**src/hw/rtl/wlbf_pkg.sv**
```systemverilog
// package for the windowed length balance flagger
// widths, segment kind codes, severity codes and controller/datapath structs
`timescale 1ns / 1ps
`default_nettype none

package wlbf_pkg;

    localparam int SUM_W  = 40;
    localparam int FRAC_W = 16;
    localparam int THR_W  = FRAC_W + 1;
    localparam int LEN_W  = 32;
    localparam int KIND_W = 3;
    localparam int SEV_W  = 2;
    localparam int PROD_W = SUM_W + THR_W;
    localparam int CMP_W  = PROD_W + 1;
    localparam int REM_W  = SUM_W + 2;
    localparam int CNT_W  = $clog2(THR_W);

    localparam int IN_DATA_W  = ((KIND_W + LEN_W + 7) / 8) * 8;
    localparam int OUT_FLD_W  = 6 * SUM_W + 2 * FRAC_W + SEV_W;
    localparam int OUT_DATA_W = ((OUT_FLD_W + 7) / 8) * 8;

    localparam logic [KIND_W-1:0] KIND_COMMON = 3'd0;
    localparam logic [KIND_W-1:0] KIND_FIRST  = 3'd1;
    localparam logic [KIND_W-1:0] KIND_SECOND = 3'd2;
    localparam logic [KIND_W-1:0] KIND_SIDE   = 3'd3;

    localparam logic [SEV_W-1:0] SEV_NONE   = 2'd0;
    localparam logic [SEV_W-1:0] SEV_NOTICE = 2'd1;
    localparam logic [SEV_W-1:0] SEV_WARN   = 2'd2;
    localparam logic [SEV_W-1:0] SEV_ERROR  = 2'd3;

    localparam logic [1:0] REG_WARN  = 2'd0;
    localparam logic [1:0] REG_ERROR = 2'd1;
    localparam logic [1:0] REG_SPAN  = 2'd2;

    localparam logic [THR_W-1:0] WARN_RESET  = 17'd13107;
    localparam logic [THR_W-1:0] ERROR_RESET = 17'd32768;
    localparam logic [SUM_W-1:0] SPAN_RESET  = 40'd1000000;

    typedef struct packed {
        logic in_take;
        logic acc;
        logic win_reset;
        logic load_win;
        logic load_glob;
        logic step;
        logic out_load;
        logic out_hold;
        logic out_show;
        logic out_last;
        logic clear_all;
    } t_cmd;

    typedef struct packed {
        logic             span_hit;
        logic             nonempty;
        logic             eos;
        logic [SEV_W-1:0] sev;
        logic             out_free;
    } t_stat;

    function automatic logic [SUM_W-1:0] sat_add(input logic [SUM_W-1:0] a,
                                                 input logic [LEN_W-1:0] b);
        logic [SUM_W:0] s;
        s = {1'b0, a} + {{(SUM_W + 1 - LEN_W){1'b0}}, b};
        return s[SUM_W] ? {SUM_W{1'b1}} : s[SUM_W-1:0];
    endfunction

endpackage

`default_nettype wire

```
**src/hw/rtl/wlbf_ctrl.sv**
```systemverilog
// controller state machine of the flagger
// sequences accumulate, window check, serial grading and result transfer; uses wlbf_pkg
`timescale 1ns / 1ps
`default_nettype none

module wlbf_ctrl (
    input  wire            i_clk,
    input  wire            i_rst_n,
    input  wire            i_s_tvalid,
    output logic           o_s_tready,
    input  wlbf_pkg::t_stat i_stat,
    output wlbf_pkg::t_cmd  o_cmd
);
    import wlbf_pkg::*;

    localparam logic [2:0] S_IDLE = 3'd0;
    localparam logic [2:0] S_ACC  = 3'd1;
    localparam logic [2:0] S_CHK  = 3'd2;
    localparam logic [2:0] S_EVAL = 3'd3;
    localparam logic [2:0] S_DEC  = 3'd4;
    localparam logic [2:0] S_PUT  = 3'd5;
    localparam logic [2:0] S_GLD  = 3'd6;
    localparam logic [2:0] S_FIN  = 3'd7;

    localparam logic [CNT_W-1:0] CNT_LAST = CNT_W'(THR_W - 1);

    logic [2:0]       r_state, n_state;
    logic [CNT_W-1:0] r_cnt, n_cnt;
    logic             r_glob, n_glob;
    logic             r_held, n_held;
    logic             emit;
    logic             close;

    assign o_s_tready = (r_state == S_IDLE);
    assign close      = i_stat.span_hit | i_stat.eos;
    assign emit       = r_glob ? (i_stat.sev != SEV_NONE) : (i_stat.sev >= SEV_WARN);

    always_comb begin
        n_state = r_state;
        n_cnt   = r_cnt;
        n_glob  = r_glob;
        n_held  = r_held;
        o_cmd   = '0;
        unique case (r_state)
            S_IDLE: begin
                if (i_s_tvalid) begin
                    o_cmd.in_take = 1'b1;
                    n_state       = S_ACC;
                end
            end
            S_ACC: begin
                o_cmd.acc = 1'b1;
                n_state   = S_CHK;
            end
            S_CHK: begin
                o_cmd.win_reset = i_stat.span_hit;
                if (close && i_stat.nonempty) begin
                    o_cmd.load_win = 1'b1;
                    n_glob         = 1'b0;
                    n_cnt          = '0;
                    n_state        = S_EVAL;
                end else if (i_stat.eos) begin
                    n_state = S_GLD;
                end else begin
                    n_state = S_IDLE;
                end
            end
            S_EVAL: begin
                o_cmd.step = 1'b1;
                n_cnt      = r_cnt + 1'b1;
                if (r_cnt == CNT_LAST) begin
                    n_state = S_DEC;
                end
            end
            S_DEC: begin
                if (emit) begin
                    n_state = S_PUT;
                end else if (r_glob) begin
                    if (r_held) begin
                        o_cmd.out_show = 1'b1;
                        o_cmd.out_last = 1'b1;
                        n_held         = 1'b0;
                    end
                    n_state = S_FIN;
                end else if (i_stat.eos) begin
                    n_state = S_GLD;
                end else begin
                    n_state = S_IDLE;
                end
            end
            S_PUT: begin
                if (r_glob && r_held) begin
                    o_cmd.out_show = 1'b1;
                    o_cmd.out_last = 1'b0;
                    n_held         = 1'b0;
                end else if (i_stat.out_free) begin
                    o_cmd.out_load = 1'b1;
                    if (r_glob) begin
                        o_cmd.out_last = 1'b1;
                        n_state        = S_FIN;
                    end else if (i_stat.eos) begin
                        o_cmd.out_hold = 1'b1;
                        n_held         = 1'b1;
                        n_state        = S_GLD;
                    end else begin
                        o_cmd.out_last = 1'b1;
                        n_state        = S_IDLE;
                    end
                end
            end
            S_GLD: begin
                o_cmd.load_glob = 1'b1;
                n_glob          = 1'b1;
                n_cnt           = '0;
                n_state         = S_EVAL;
            end
            S_FIN: begin
                o_cmd.clear_all = 1'b1;
                n_state         = S_IDLE;
            end
            default: begin
                n_state = S_IDLE;
            end
        endcase
    end

    always_ff @(posedge i_clk) begin
        if (!i_rst_n) begin
            r_state <= S_IDLE;
            r_cnt   <= '0;
            r_glob  <= 1'b0;
            r_held  <= 1'b0;
        end else begin
            r_state <= n_state;
            r_cnt   <= n_cnt;
            r_glob  <= n_glob;
            r_held  <= n_held;
        end
    end

endmodule

`default_nettype wire

```
**src/hw/rtl/wlbf_dpath.sv**
```systemverilog
// datapath of the flagger: running sums, cursor, shift-add threshold products,
// restoring share dividers and the output register; uses wlbf_pkg
`timescale 1ns / 1ps
`default_nettype none

module wlbf_dpath (
    input  wire                                i_clk,
    input  wire                                i_rst_n,
    input  wire  [wlbf_pkg::KIND_W-1:0]        i_kind,
    input  wire  [wlbf_pkg::LEN_W-1:0]         i_len,
    input  wire                                i_eos,
    input  wire  [wlbf_pkg::THR_W-1:0]         i_warn_thr,
    input  wire  [wlbf_pkg::THR_W-1:0]         i_error_thr,
    input  wire  [wlbf_pkg::SUM_W-1:0]         i_span,
    input  wlbf_pkg::t_cmd                     i_cmd,
    output wlbf_pkg::t_stat                    o_stat,
    input  wire                                i_m_tready,
    output logic                               o_m_tvalid,
    output logic [wlbf_pkg::OUT_DATA_W-1:0]    o_m_tdata,
    output logic                               o_m_tuser,
    output logic                               o_m_tlast
);
    import wlbf_pkg::*;

    // latched input item
    logic [KIND_W-1:0] r_kind;
    logic [LEN_W-1:0]  r_len;
    logic              r_eos;

    // running state
    logic [SUM_W-1:0] r_cursor, r_begin;
    logic [SUM_W-1:0] r_win_first, r_win_second, r_win_common;
    logic [SUM_W-1:0] r_glb_first, r_glb_second, r_glb_common, r_glb_side;

    // evaluation operands
    logic             r_op_glob;
    logic [SUM_W-1:0] r_op_start, r_op_end, r_op_first, r_op_second;
    logic [SUM_W-1:0] r_op_common, r_op_side, r_mx, r_dev;
    logic [SUM_W:0]   r_tot;
    logic [THR_W-1:0] r_te, r_tw;
    logic [PROD_W-1:0] r_pe, r_pw;
    logic [REM_W-1:0] r_r1, r_r2;
    logic [THR_W-1:0] r_q1, r_q2;

    // output register
    logic                  r_o_valid, r_o_held, r_o_last, r_o_glob;
    logic [OUT_DATA_W-1:0] r_o_data;

    logic [SUM_W-1:0]  ld_first, ld_second;
    logic [SUM_W-1:0]  diff;
    logic [REM_W-1:0]  tot_ext, sh1, sh2;
    logic [CMP_W-1:0]  dev_e, dev_n, pe_e, pw_e;
    logic [SEV_W-1:0]  sev;
    logic [FRAC_W-1:0] share1, share2;

    assign diff = r_cursor - r_begin;

    assign o_stat.span_hit = (diff >= i_span);
    assign o_stat.nonempty = (r_cursor != r_begin);
    assign o_stat.eos      = r_eos;
    assign o_stat.sev      = sev;
    assign o_stat.out_free = (!r_o_valid || i_m_tready) && !r_o_held;

    assign ld_first  = i_cmd.load_glob ? r_glb_first  : r_win_first;
    assign ld_second = i_cmd.load_glob ? r_glb_second : r_win_second;

    assign tot_ext = {1'b0, r_tot};
    assign sh1     = {r_r1[REM_W-2:0], 1'b0};
    assign sh2     = {r_r2[REM_W-2:0], 1'b0};

    // deviation scaled by 2^FRAC_W and 2^(FRAC_W+1) against threshold products
    assign dev_e = {{(CMP_W - SUM_W - FRAC_W){1'b0}}, r_dev, {FRAC_W{1'b0}}};
    assign dev_n = {{(CMP_W - SUM_W - THR_W){1'b0}}, r_dev, {THR_W{1'b0}}};
    assign pe_e  = {1'b0, r_pe};
    assign pw_e  = {1'b0, r_pw};

    always_comb begin
        if (r_mx == '0) begin
            sev = SEV_NONE;
        end else if (dev_e > pe_e) begin
            sev = SEV_ERROR;
        end else if (dev_e > pw_e) begin
            sev = SEV_WARN;
        end else if (dev_n > pw_e) begin
            sev = SEV_NOTICE;
        end else begin
            sev = SEV_NONE;
        end
    end

    // one extra quotient bit is dropped, which also saturates at all ones
    assign share1 = (r_tot == '0) ? '0 : r_q1[THR_W-1:1];
    assign share2 = (r_tot == '0) ? '0 : r_q2[THR_W-1:1];

    always_ff @(posedge i_clk) begin
        if (i_cmd.in_take) begin
            r_kind <= i_kind;
            r_len  <= i_len;
            r_eos  <= i_eos;
        end
    end

    always_ff @(posedge i_clk) begin
        if (!i_rst_n || i_cmd.clear_all) begin
            r_cursor     <= '0;
            r_begin      <= '0;
            r_win_first  <= '0;
            r_win_second <= '0;
            r_win_common <= '0;
            r_glb_first  <= '0;
            r_glb_second <= '0;
            r_glb_common <= '0;
            r_glb_side   <= '0;
        end else if (i_cmd.acc) begin
            r_cursor <= sat_add(r_cursor, r_len);
            unique case (r_kind)
                KIND_COMMON: begin
                    r_win_common <= sat_add(r_win_common, r_len);
                    r_glb_common <= sat_add(r_glb_common, r_len);
                end
                KIND_FIRST: begin
                    r_win_first <= sat_add(r_win_first, r_len);
                    r_glb_first <= sat_add(r_glb_first, r_len);
                end
                KIND_SECOND: begin
                    r_win_second <= sat_add(r_win_second, r_len);
                    r_glb_second <= sat_add(r_glb_second, r_len);
                end
                KIND_SIDE: begin
                    r_glb_side <= sat_add(r_glb_side, r_len);
                end
                default: begin
                end
            endcase
        end else if (i_cmd.win_reset) begin
            r_begin      <= r_cursor;
            r_win_first  <= '0;
            r_win_second <= '0;
            r_win_common <= '0;
        end
    end

    always_ff @(posedge i_clk) begin
        if (i_cmd.load_win || i_cmd.load_glob) begin
            r_op_glob   <= i_cmd.load_glob;
            r_op_start  <= i_cmd.load_glob ? '0 : r_begin;
            r_op_end    <= i_cmd.load_glob ? '0 : r_cursor;
            r_op_first  <= ld_first;
            r_op_second <= ld_second;
            r_op_common <= i_cmd.load_glob ? r_glb_common : r_win_common;
            r_op_side   <= i_cmd.load_glob ? r_glb_side : '0;
            r_mx        <= (ld_first > ld_second) ? ld_first : ld_second;
            r_dev       <= (ld_first > ld_second) ? ld_first - ld_second
                                                  : ld_second - ld_first;
            r_tot       <= {1'b0, ld_first} + {1'b0, ld_second};
            r_te        <= i_error_thr;
            r_tw        <= i_warn_thr;
            r_pe        <= '0;
            r_pw        <= '0;
            r_r1        <= {2'b00, ld_first};
            r_r2        <= {2'b00, ld_second};
            r_q1        <= '0;
            r_q2        <= '0;
        end else if (i_cmd.step) begin
            r_te <= {r_te[THR_W-2:0], 1'b0};
            r_tw <= {r_tw[THR_W-2:0], 1'b0};
            r_pe <= {r_pe[PROD_W-2:0], 1'b0}
                    + (r_te[THR_W-1] ? {{THR_W{1'b0}}, r_mx} : '0);
            r_pw <= {r_pw[PROD_W-2:0], 1'b0}
                    + (r_tw[THR_W-1] ? {{THR_W{1'b0}}, r_mx} : '0);
            if (sh1 >= tot_ext) begin
                r_r1 <= sh1 - tot_ext;
                r_q1 <= {r_q1[THR_W-2:0], 1'b1};
            end else begin
                r_r1 <= sh1;
                r_q1 <= {r_q1[THR_W-2:0], 1'b0};
            end
            if (sh2 >= tot_ext) begin
                r_r2 <= sh2 - tot_ext;
                r_q2 <= {r_q2[THR_W-2:0], 1'b1};
            end else begin
                r_r2 <= sh2;
                r_q2 <= {r_q2[THR_W-2:0], 1'b0};
            end
        end
    end

    always_ff @(posedge i_clk) begin
        if (!i_rst_n) begin
            r_o_valid <= 1'b0;
            r_o_held  <= 1'b0;
            r_o_last  <= 1'b0;
        end else if (i_cmd.out_load) begin
            r_o_valid <= !i_cmd.out_hold;
            r_o_held  <= i_cmd.out_hold;
            r_o_last  <= i_cmd.out_last;
        end else if (i_cmd.out_show) begin
            r_o_valid <= 1'b1;
            r_o_held  <= 1'b0;
            r_o_last  <= i_cmd.out_last;
        end else if (r_o_valid && i_m_tready) begin
            r_o_valid <= 1'b0;
        end
    end

    always_ff @(posedge i_clk) begin
        if (i_cmd.out_load) begin
            r_o_glob <= r_op_glob;
            r_o_data <= {{(OUT_DATA_W - OUT_FLD_W){1'b0}},
                         r_op_side, r_op_common, r_op_second, r_op_first, sev,
                         share2, share1, r_op_end, r_op_start};
        end
    end

    assign o_m_tvalid = r_o_valid;
    assign o_m_tdata  = r_o_data;
    assign o_m_tuser  = r_o_glob;
    assign o_m_tlast  = r_o_last;

endmodule

`default_nettype wire

```
**src/hw/rtl/windowed_length_balance_flagger_top.sv**
```systemverilog
// a segment that closes no nonempty window is accumulated and checked before the next is taken;
// closing a nonempty window runs 17 shift-add product and share division steps side by side
// and a decision, then loads a flag when the output is free; output stalls delay that flag
// end of stream grades the last window (skipped when empty) and then the global totals, and
// a held window flag is shown in front of the global flag; one segment in flight
// reset (synchronous, active low) clears all sums, the cursor and loads default thresholds
`timescale 1ns / 1ps
`default_nettype none

module windowed_length_balance_flagger_top (
    input  wire                                i_clk,
    input  wire                                i_rst_n,
    // slave stream
    input  wire                                i_s_tvalid,
    output logic                               o_s_tready,
    input  wire  [wlbf_pkg::IN_DATA_W-1:0]     i_s_tdata,  // segment_kind, segment_length
    input  wire                                i_s_tlast,  // end_of_stream
    // master stream
    output logic                               o_m_tvalid,
    input  wire                                i_m_tready,
    // window_start, end_bp, first_share, second_share, severity,
    // first_total, second_total, common_total, arm_total
    output logic [wlbf_pkg::OUT_DATA_W-1:0]    o_m_tdata,
    output logic                               o_m_tuser,  // is_global
    output logic                               o_m_tlast,  // last_of_run
    // configuration
    input  wire                                psel,
    input  wire                                penable,
    input  wire                                pwrite,
    input  wire  [4:0]                         paddr,
    input  wire  [63:0]                        pwdata,
    output logic [63:0]                        prdata,
    output logic                               pready
);
    import wlbf_pkg::*;

    logic [THR_W-1:0] r_warn_thr, r_error_thr;
    logic [SUM_W-1:0] r_span;
    logic             cfg_wr;
    t_cmd             cmd;
    t_stat            stat;

    assign pready = 1'b1;
    assign cfg_wr = psel && penable && pwrite && pready;

    always_ff @(posedge i_clk) begin
        if (!i_rst_n) begin
            r_warn_thr  <= WARN_RESET;
            r_error_thr <= ERROR_RESET;
            r_span      <= SPAN_RESET;
        end else if (cfg_wr) begin
            unique case (paddr[4:3])
                REG_WARN:  r_warn_thr  <= pwdata[THR_W-1:0];
                REG_ERROR: r_error_thr <= pwdata[THR_W-1:0];
                REG_SPAN:  r_span      <= pwdata[SUM_W-1:0];
                default: begin
                end
            endcase
        end
    end

    always_comb begin
        unique case (paddr[4:3])
            REG_WARN:  prdata = {{(64 - THR_W){1'b0}}, r_warn_thr};
            REG_ERROR: prdata = {{(64 - THR_W){1'b0}}, r_error_thr};
            REG_SPAN:  prdata = {{(64 - SUM_W){1'b0}}, r_span};
            default:   prdata = '0;
        endcase
    end

    wlbf_ctrl u_ctrl (
        .i_clk      (i_clk),
        .i_rst_n    (i_rst_n),
        .i_s_tvalid (i_s_tvalid),
        .o_s_tready (o_s_tready),
        .i_stat     (stat),
        .o_cmd      (cmd)
    );

    wlbf_dpath u_dpath (
        .i_clk       (i_clk),
        .i_rst_n     (i_rst_n),
        .i_kind      (i_s_tdata[KIND_W-1:0]),
        .i_len       (i_s_tdata[KIND_W+LEN_W-1:KIND_W]),
        .i_eos       (i_s_tlast),
        .i_warn_thr  (r_warn_thr),
        .i_error_thr (r_error_thr),
        .i_span      (r_span),
        .i_cmd       (cmd),
        .o_stat      (stat),
        .i_m_tready  (i_m_tready),
        .o_m_tvalid  (o_m_tvalid),
        .o_m_tdata   (o_m_tdata),
        .o_m_tuser   (o_m_tuser),
        .o_m_tlast   (o_m_tlast)
    );

    a_take_blocks: assert property (@(posedge i_clk) disable iff (!i_rst_n)
        (i_s_tvalid && o_s_tready) |=> !o_s_tready)
        else $error("input taken twice without processing");

    a_load_free: assert property (@(posedge i_clk) disable iff (!i_rst_n)
        cmd.out_load |-> stat.out_free)
        else $error("output register overwritten");

    a_step_busy: assert property (@(posedge i_clk) disable iff (!i_rst_n)
        cmd.step |-> !o_s_tready)
        else $error("ready while grading");

    a_window_sev: assert property (@(posedge i_clk) disable iff (!i_rst_n)
        (o_m_tvalid && !o_m_tuser) |->
        (o_m_tdata[2*SUM_W+2*FRAC_W+SEV_W-1:2*SUM_W+2*FRAC_W] == SEV_WARN ||
         o_m_tdata[2*SUM_W+2*FRAC_W+SEV_W-1:2*SUM_W+2*FRAC_W] == SEV_ERROR))
        else $error("window flag below warning");

endmodule

`default_nettype wire

```
**config.mk**
```make
export PLATFORM = sky130hd
export DESIGN_NAME = windowed_length_balance_flagger_top
export DESIGN_NICKNAME = d
export VERILOG_FILES = /design/src/hw/rtl/wlbf_pkg.sv /design/src/hw/rtl/wlbf_ctrl.sv /design/src/hw/rtl/wlbf_dpath.sv /design/src/hw/rtl/windowed_length_balance_flagger_top.sv
export SDC_FILE = /design/constraint.sdc
export NUM_CORES = 2
export LEC_CHECK = 0
export BUFFER_PORTS_ARGS = -buffer_cell sky130_fd_sc_hd__buf_4
export CAP_MARGIN = 40
export CORE_MARGIN = 4
export CORE_UTILIZATION = 50
export CTS_CLUSTER_SIZE = 20
export DETAILED_ROUTE_END_ITERATION = 8
export PLACE_DENSITY = 0.79
export SYNTH_ARGS = -nofsm -noshare
export SYNTH_HDL_FRONTEND = slang
export SYNTH_HIERARCHICAL = 1
export SYNTH_SLANG_ARGS = --single-unit
```
**constraint.sdc**
```tcl
create_clock -name i_clk -period 34.6 [get_ports i_clk]
set_clock_uncertainty 0.05 [all_clocks]
set_input_delay 6.92 -clock i_clk [delete_from_list [all_inputs] [get_ports i_clk]]
set_output_delay 6.92 -clock i_clk [all_outputs]
set_load 0.005 [all_outputs]
```
==> out/qor.yml <==
status: "finished, final reports clean"
setup-violations-final: 0
gp_congestion: 0.992
cts_setup_buffers: 0
slew_headroom: 0.364
grt_pass1_wl_um: 394000
insertion_delay_ns: 0.82
synth_edf_count: 786
ys_ff_latch: 1383
slew_viol_final: 0
final_util: 0.565
critical_path_peak_fanout: 44
core_area_sq_um: 168000
ant_nets: 0
worstPathArrival_ns: 8.34
antenna_found_initial: 11
io_buffers: 402
worstSetupPathType: "in -> out"
hold_class: "reg -> reg"
cp_data_required_time_ns: 27.63
grt_overflow_total: 0
viasPerCell: 6.14
cts_buffer_depth: 3
grt_start_max_net_pins: 139
dieArea_sq_um: 176000
die_x_um: 419
pin_count: 466
min_period_ns: 15.31
start_util: 0.504
p_per_area_nw_per_um2: 55.7
cts.clk_slew.worst_paths_ns: 0.06
final_layout_size_suffix_gt1_frac: 0.100
dr.pass1.iters: 6
ys_warn_count: 6
fin_setup_tns_ns: 0
grt.total_usage: 0.289
cp-end-kind: "output port"
root_buffer: "clkbuf_16"
placementRows: 150
grt_pass1_vias: 67500
routed-via-count: 70600
worst_pin_slew_ns: 0.955
r2r_slack_ns: 25.37
fin_hold_ws_ns: 0.365
cts_inserted_buffers: 152
cts_resized: 0
area_growth_pct: 12.1
synth_area_sq_um: 84500
fmax_mhz: 65.3
power_mw: 5.28
wl_um: 265000
synth_async_sr_flop_share: 0
synthFlopType: "edfxtp_1"
rsz0062_at_grt: "no"
hold_viol: 0
drv_cap: 0
ctsHoldBuffers: 0
wl_per_cell_um: 23.0
cts_tree: "done"
yosysSeqAreaShare: 0.421
syn_area_per_cell_sq_um: 9.50
p_leak_nw: 39.4
drcViolationCount: 0
die-height_um: 419
peakVddDrop_v: 0.0000591
synth_cell_types: 116
clkSinkCount: 1383
drt_iter0_drc: 7344
dp_hpwl_um: 197000
final_net_count: 10000
htreeDepth: 4
syn_inst: 8897
fin_crit_sh: 0.442
start_kind: "input pin"
## Yosys cell counts, types with 106 or more instances
master | instances | area [sq um]
edfxtp_1 | 786 | 23600
xor2_1 | 211 | 1850
mux2i_1 | 225 | 2250
nand3_1 | 137 | 686
xnor2_1 | 289 | 2530
dfxtp_1 | 597 | 12000
ha_1 | 736 | 9210
and2_1 | 176 | 1100
a211oi_1 | 167 | 1250
nor3_1 | 134 | 671
a21o_1 | 326 | 2450
a31oi_1 | 106 | 663
a21oi_1 | 1002 | 5010
nand2b_1 | 109 | 682
o21ai_0 | 538 | 2690
nor2b_1 | 184 | 1150
nand2_1 | 667 | 2500
nand4_1 | 110 | 688
clkbuf_1 | 275 | 1030
nor2_1 | 589 | 2210
inv_1 | 480 | 1800
## power by group
group          leakage [nW]  internal, mW  switching, mW
clock                  2.45         0.946          0.700
sequential             12.0          1.88          0.107
combinational          24.9         0.610           1.03
total                  39.4          3.44           1.84
## final cells by class
class | instances | area (sq um)
Fill cell | 14200 | 72800
Multi-Input combinational cell | 6655 | 45600
Sequential cell | 1383 | 35600
Clock buffer | 200 | 4200
Timing Repair Buffer | 492 | 3960
Tap cell | 2204 | 2760
Inverter | 488 | 1850
Clock inverter | 83 | 873
Antenna cell | 5 | 12.5
## worst max-delay path: stages
cell and delay, ns:
buf_4 0.25, nor2b_2 0.29, buf_4 0.43, nand2_1 0.09, o21ai_0 0.17, buf_4 0.18
## stage by stage
step | worst slack [ns] | cell area, sq um | instances
after global placement | 19.06 | 89200 | 11200
final | 19.29 | 94800 | 11500
after global routing | 19.21 | 94800 | 11500
after CTS | 19.34 | 94700 | 11500
after floorplan | 18.78 | 84600 | 8925
after detailed placement | 19.35 | 89700 | 11200
## cells by family (layout without fill, tap and decap cells)
| logic type | count (synthesis) | in the layout | share of synthesized area |
|---|---|---|---|
| fa+ha+maj | 752 | 752 | 0.113 |
| xor+xnor | 500 | 500 | 0.0518 |
| buf+inv | 887 | 1263 | 0.0427 |
| compound gates | 2722 | 2722 | 0.200 |
| mux | 300 | 300 | 0.0366 |
| flops | 1383 | 1383 | 0.421 |
| simple gates | 2350 | 2350 | 0.135 |
| other cells | 3 | 36 | 0.000133 |
## flip-flops by register name, indices dropped and copies added, names as in the netlist, 41 cells and up
| signal | count |
|---|---|
| u_dpath/o_m_tdata | 274 |
| u_dpath/r_pe | 57 |
| u_dpath/r_pw | 57 |
| u_dpath/r_r1 | 41 |
| u_dpath/r_r2 | 41 |
## final timing paths
| path | startpoint | end | cells after the start |
|---|---|---|---|
| setup / recovery | paddr[4] | prdata[4] | 6 |
| hold / removal | u_dpath/r_op_side[6] | u_dpath/o_m_tdata[240] | 0 |
| setup reg to reg | u_dpath/r_cursor[0] | u_dpath/r_te[8] | 33 |
| hold reg to reg | u_dpath/r_op_side[6] | u_dpath/o_m_tdata[240] | 0 |
## cell usage in the layout, fill, tap and decap left out, types with 211 or more instances in the layout
cell type / n
a21o_1: 326
a21oi_1: 1001
buf_4: 468
dfxtp_1: 597
edfxtp_1: 786
ha_1: 736
inv_1: 479
mux2i_1: 225
nand2_1: 665
nor2_1: 585
o21ai_0: 538
xnor2_1: 289
xor2_1: 211
## per-layer routing
layer	track usage	vias up	routed length, um
met5	0	-	45
met4	0.186	6	19200
met3	0.0480	703	20100
met2	0.461	3030	120000
met1	0.365	33900	106000
li1	-	32900	-
Power figures use the tool's default switching activity.
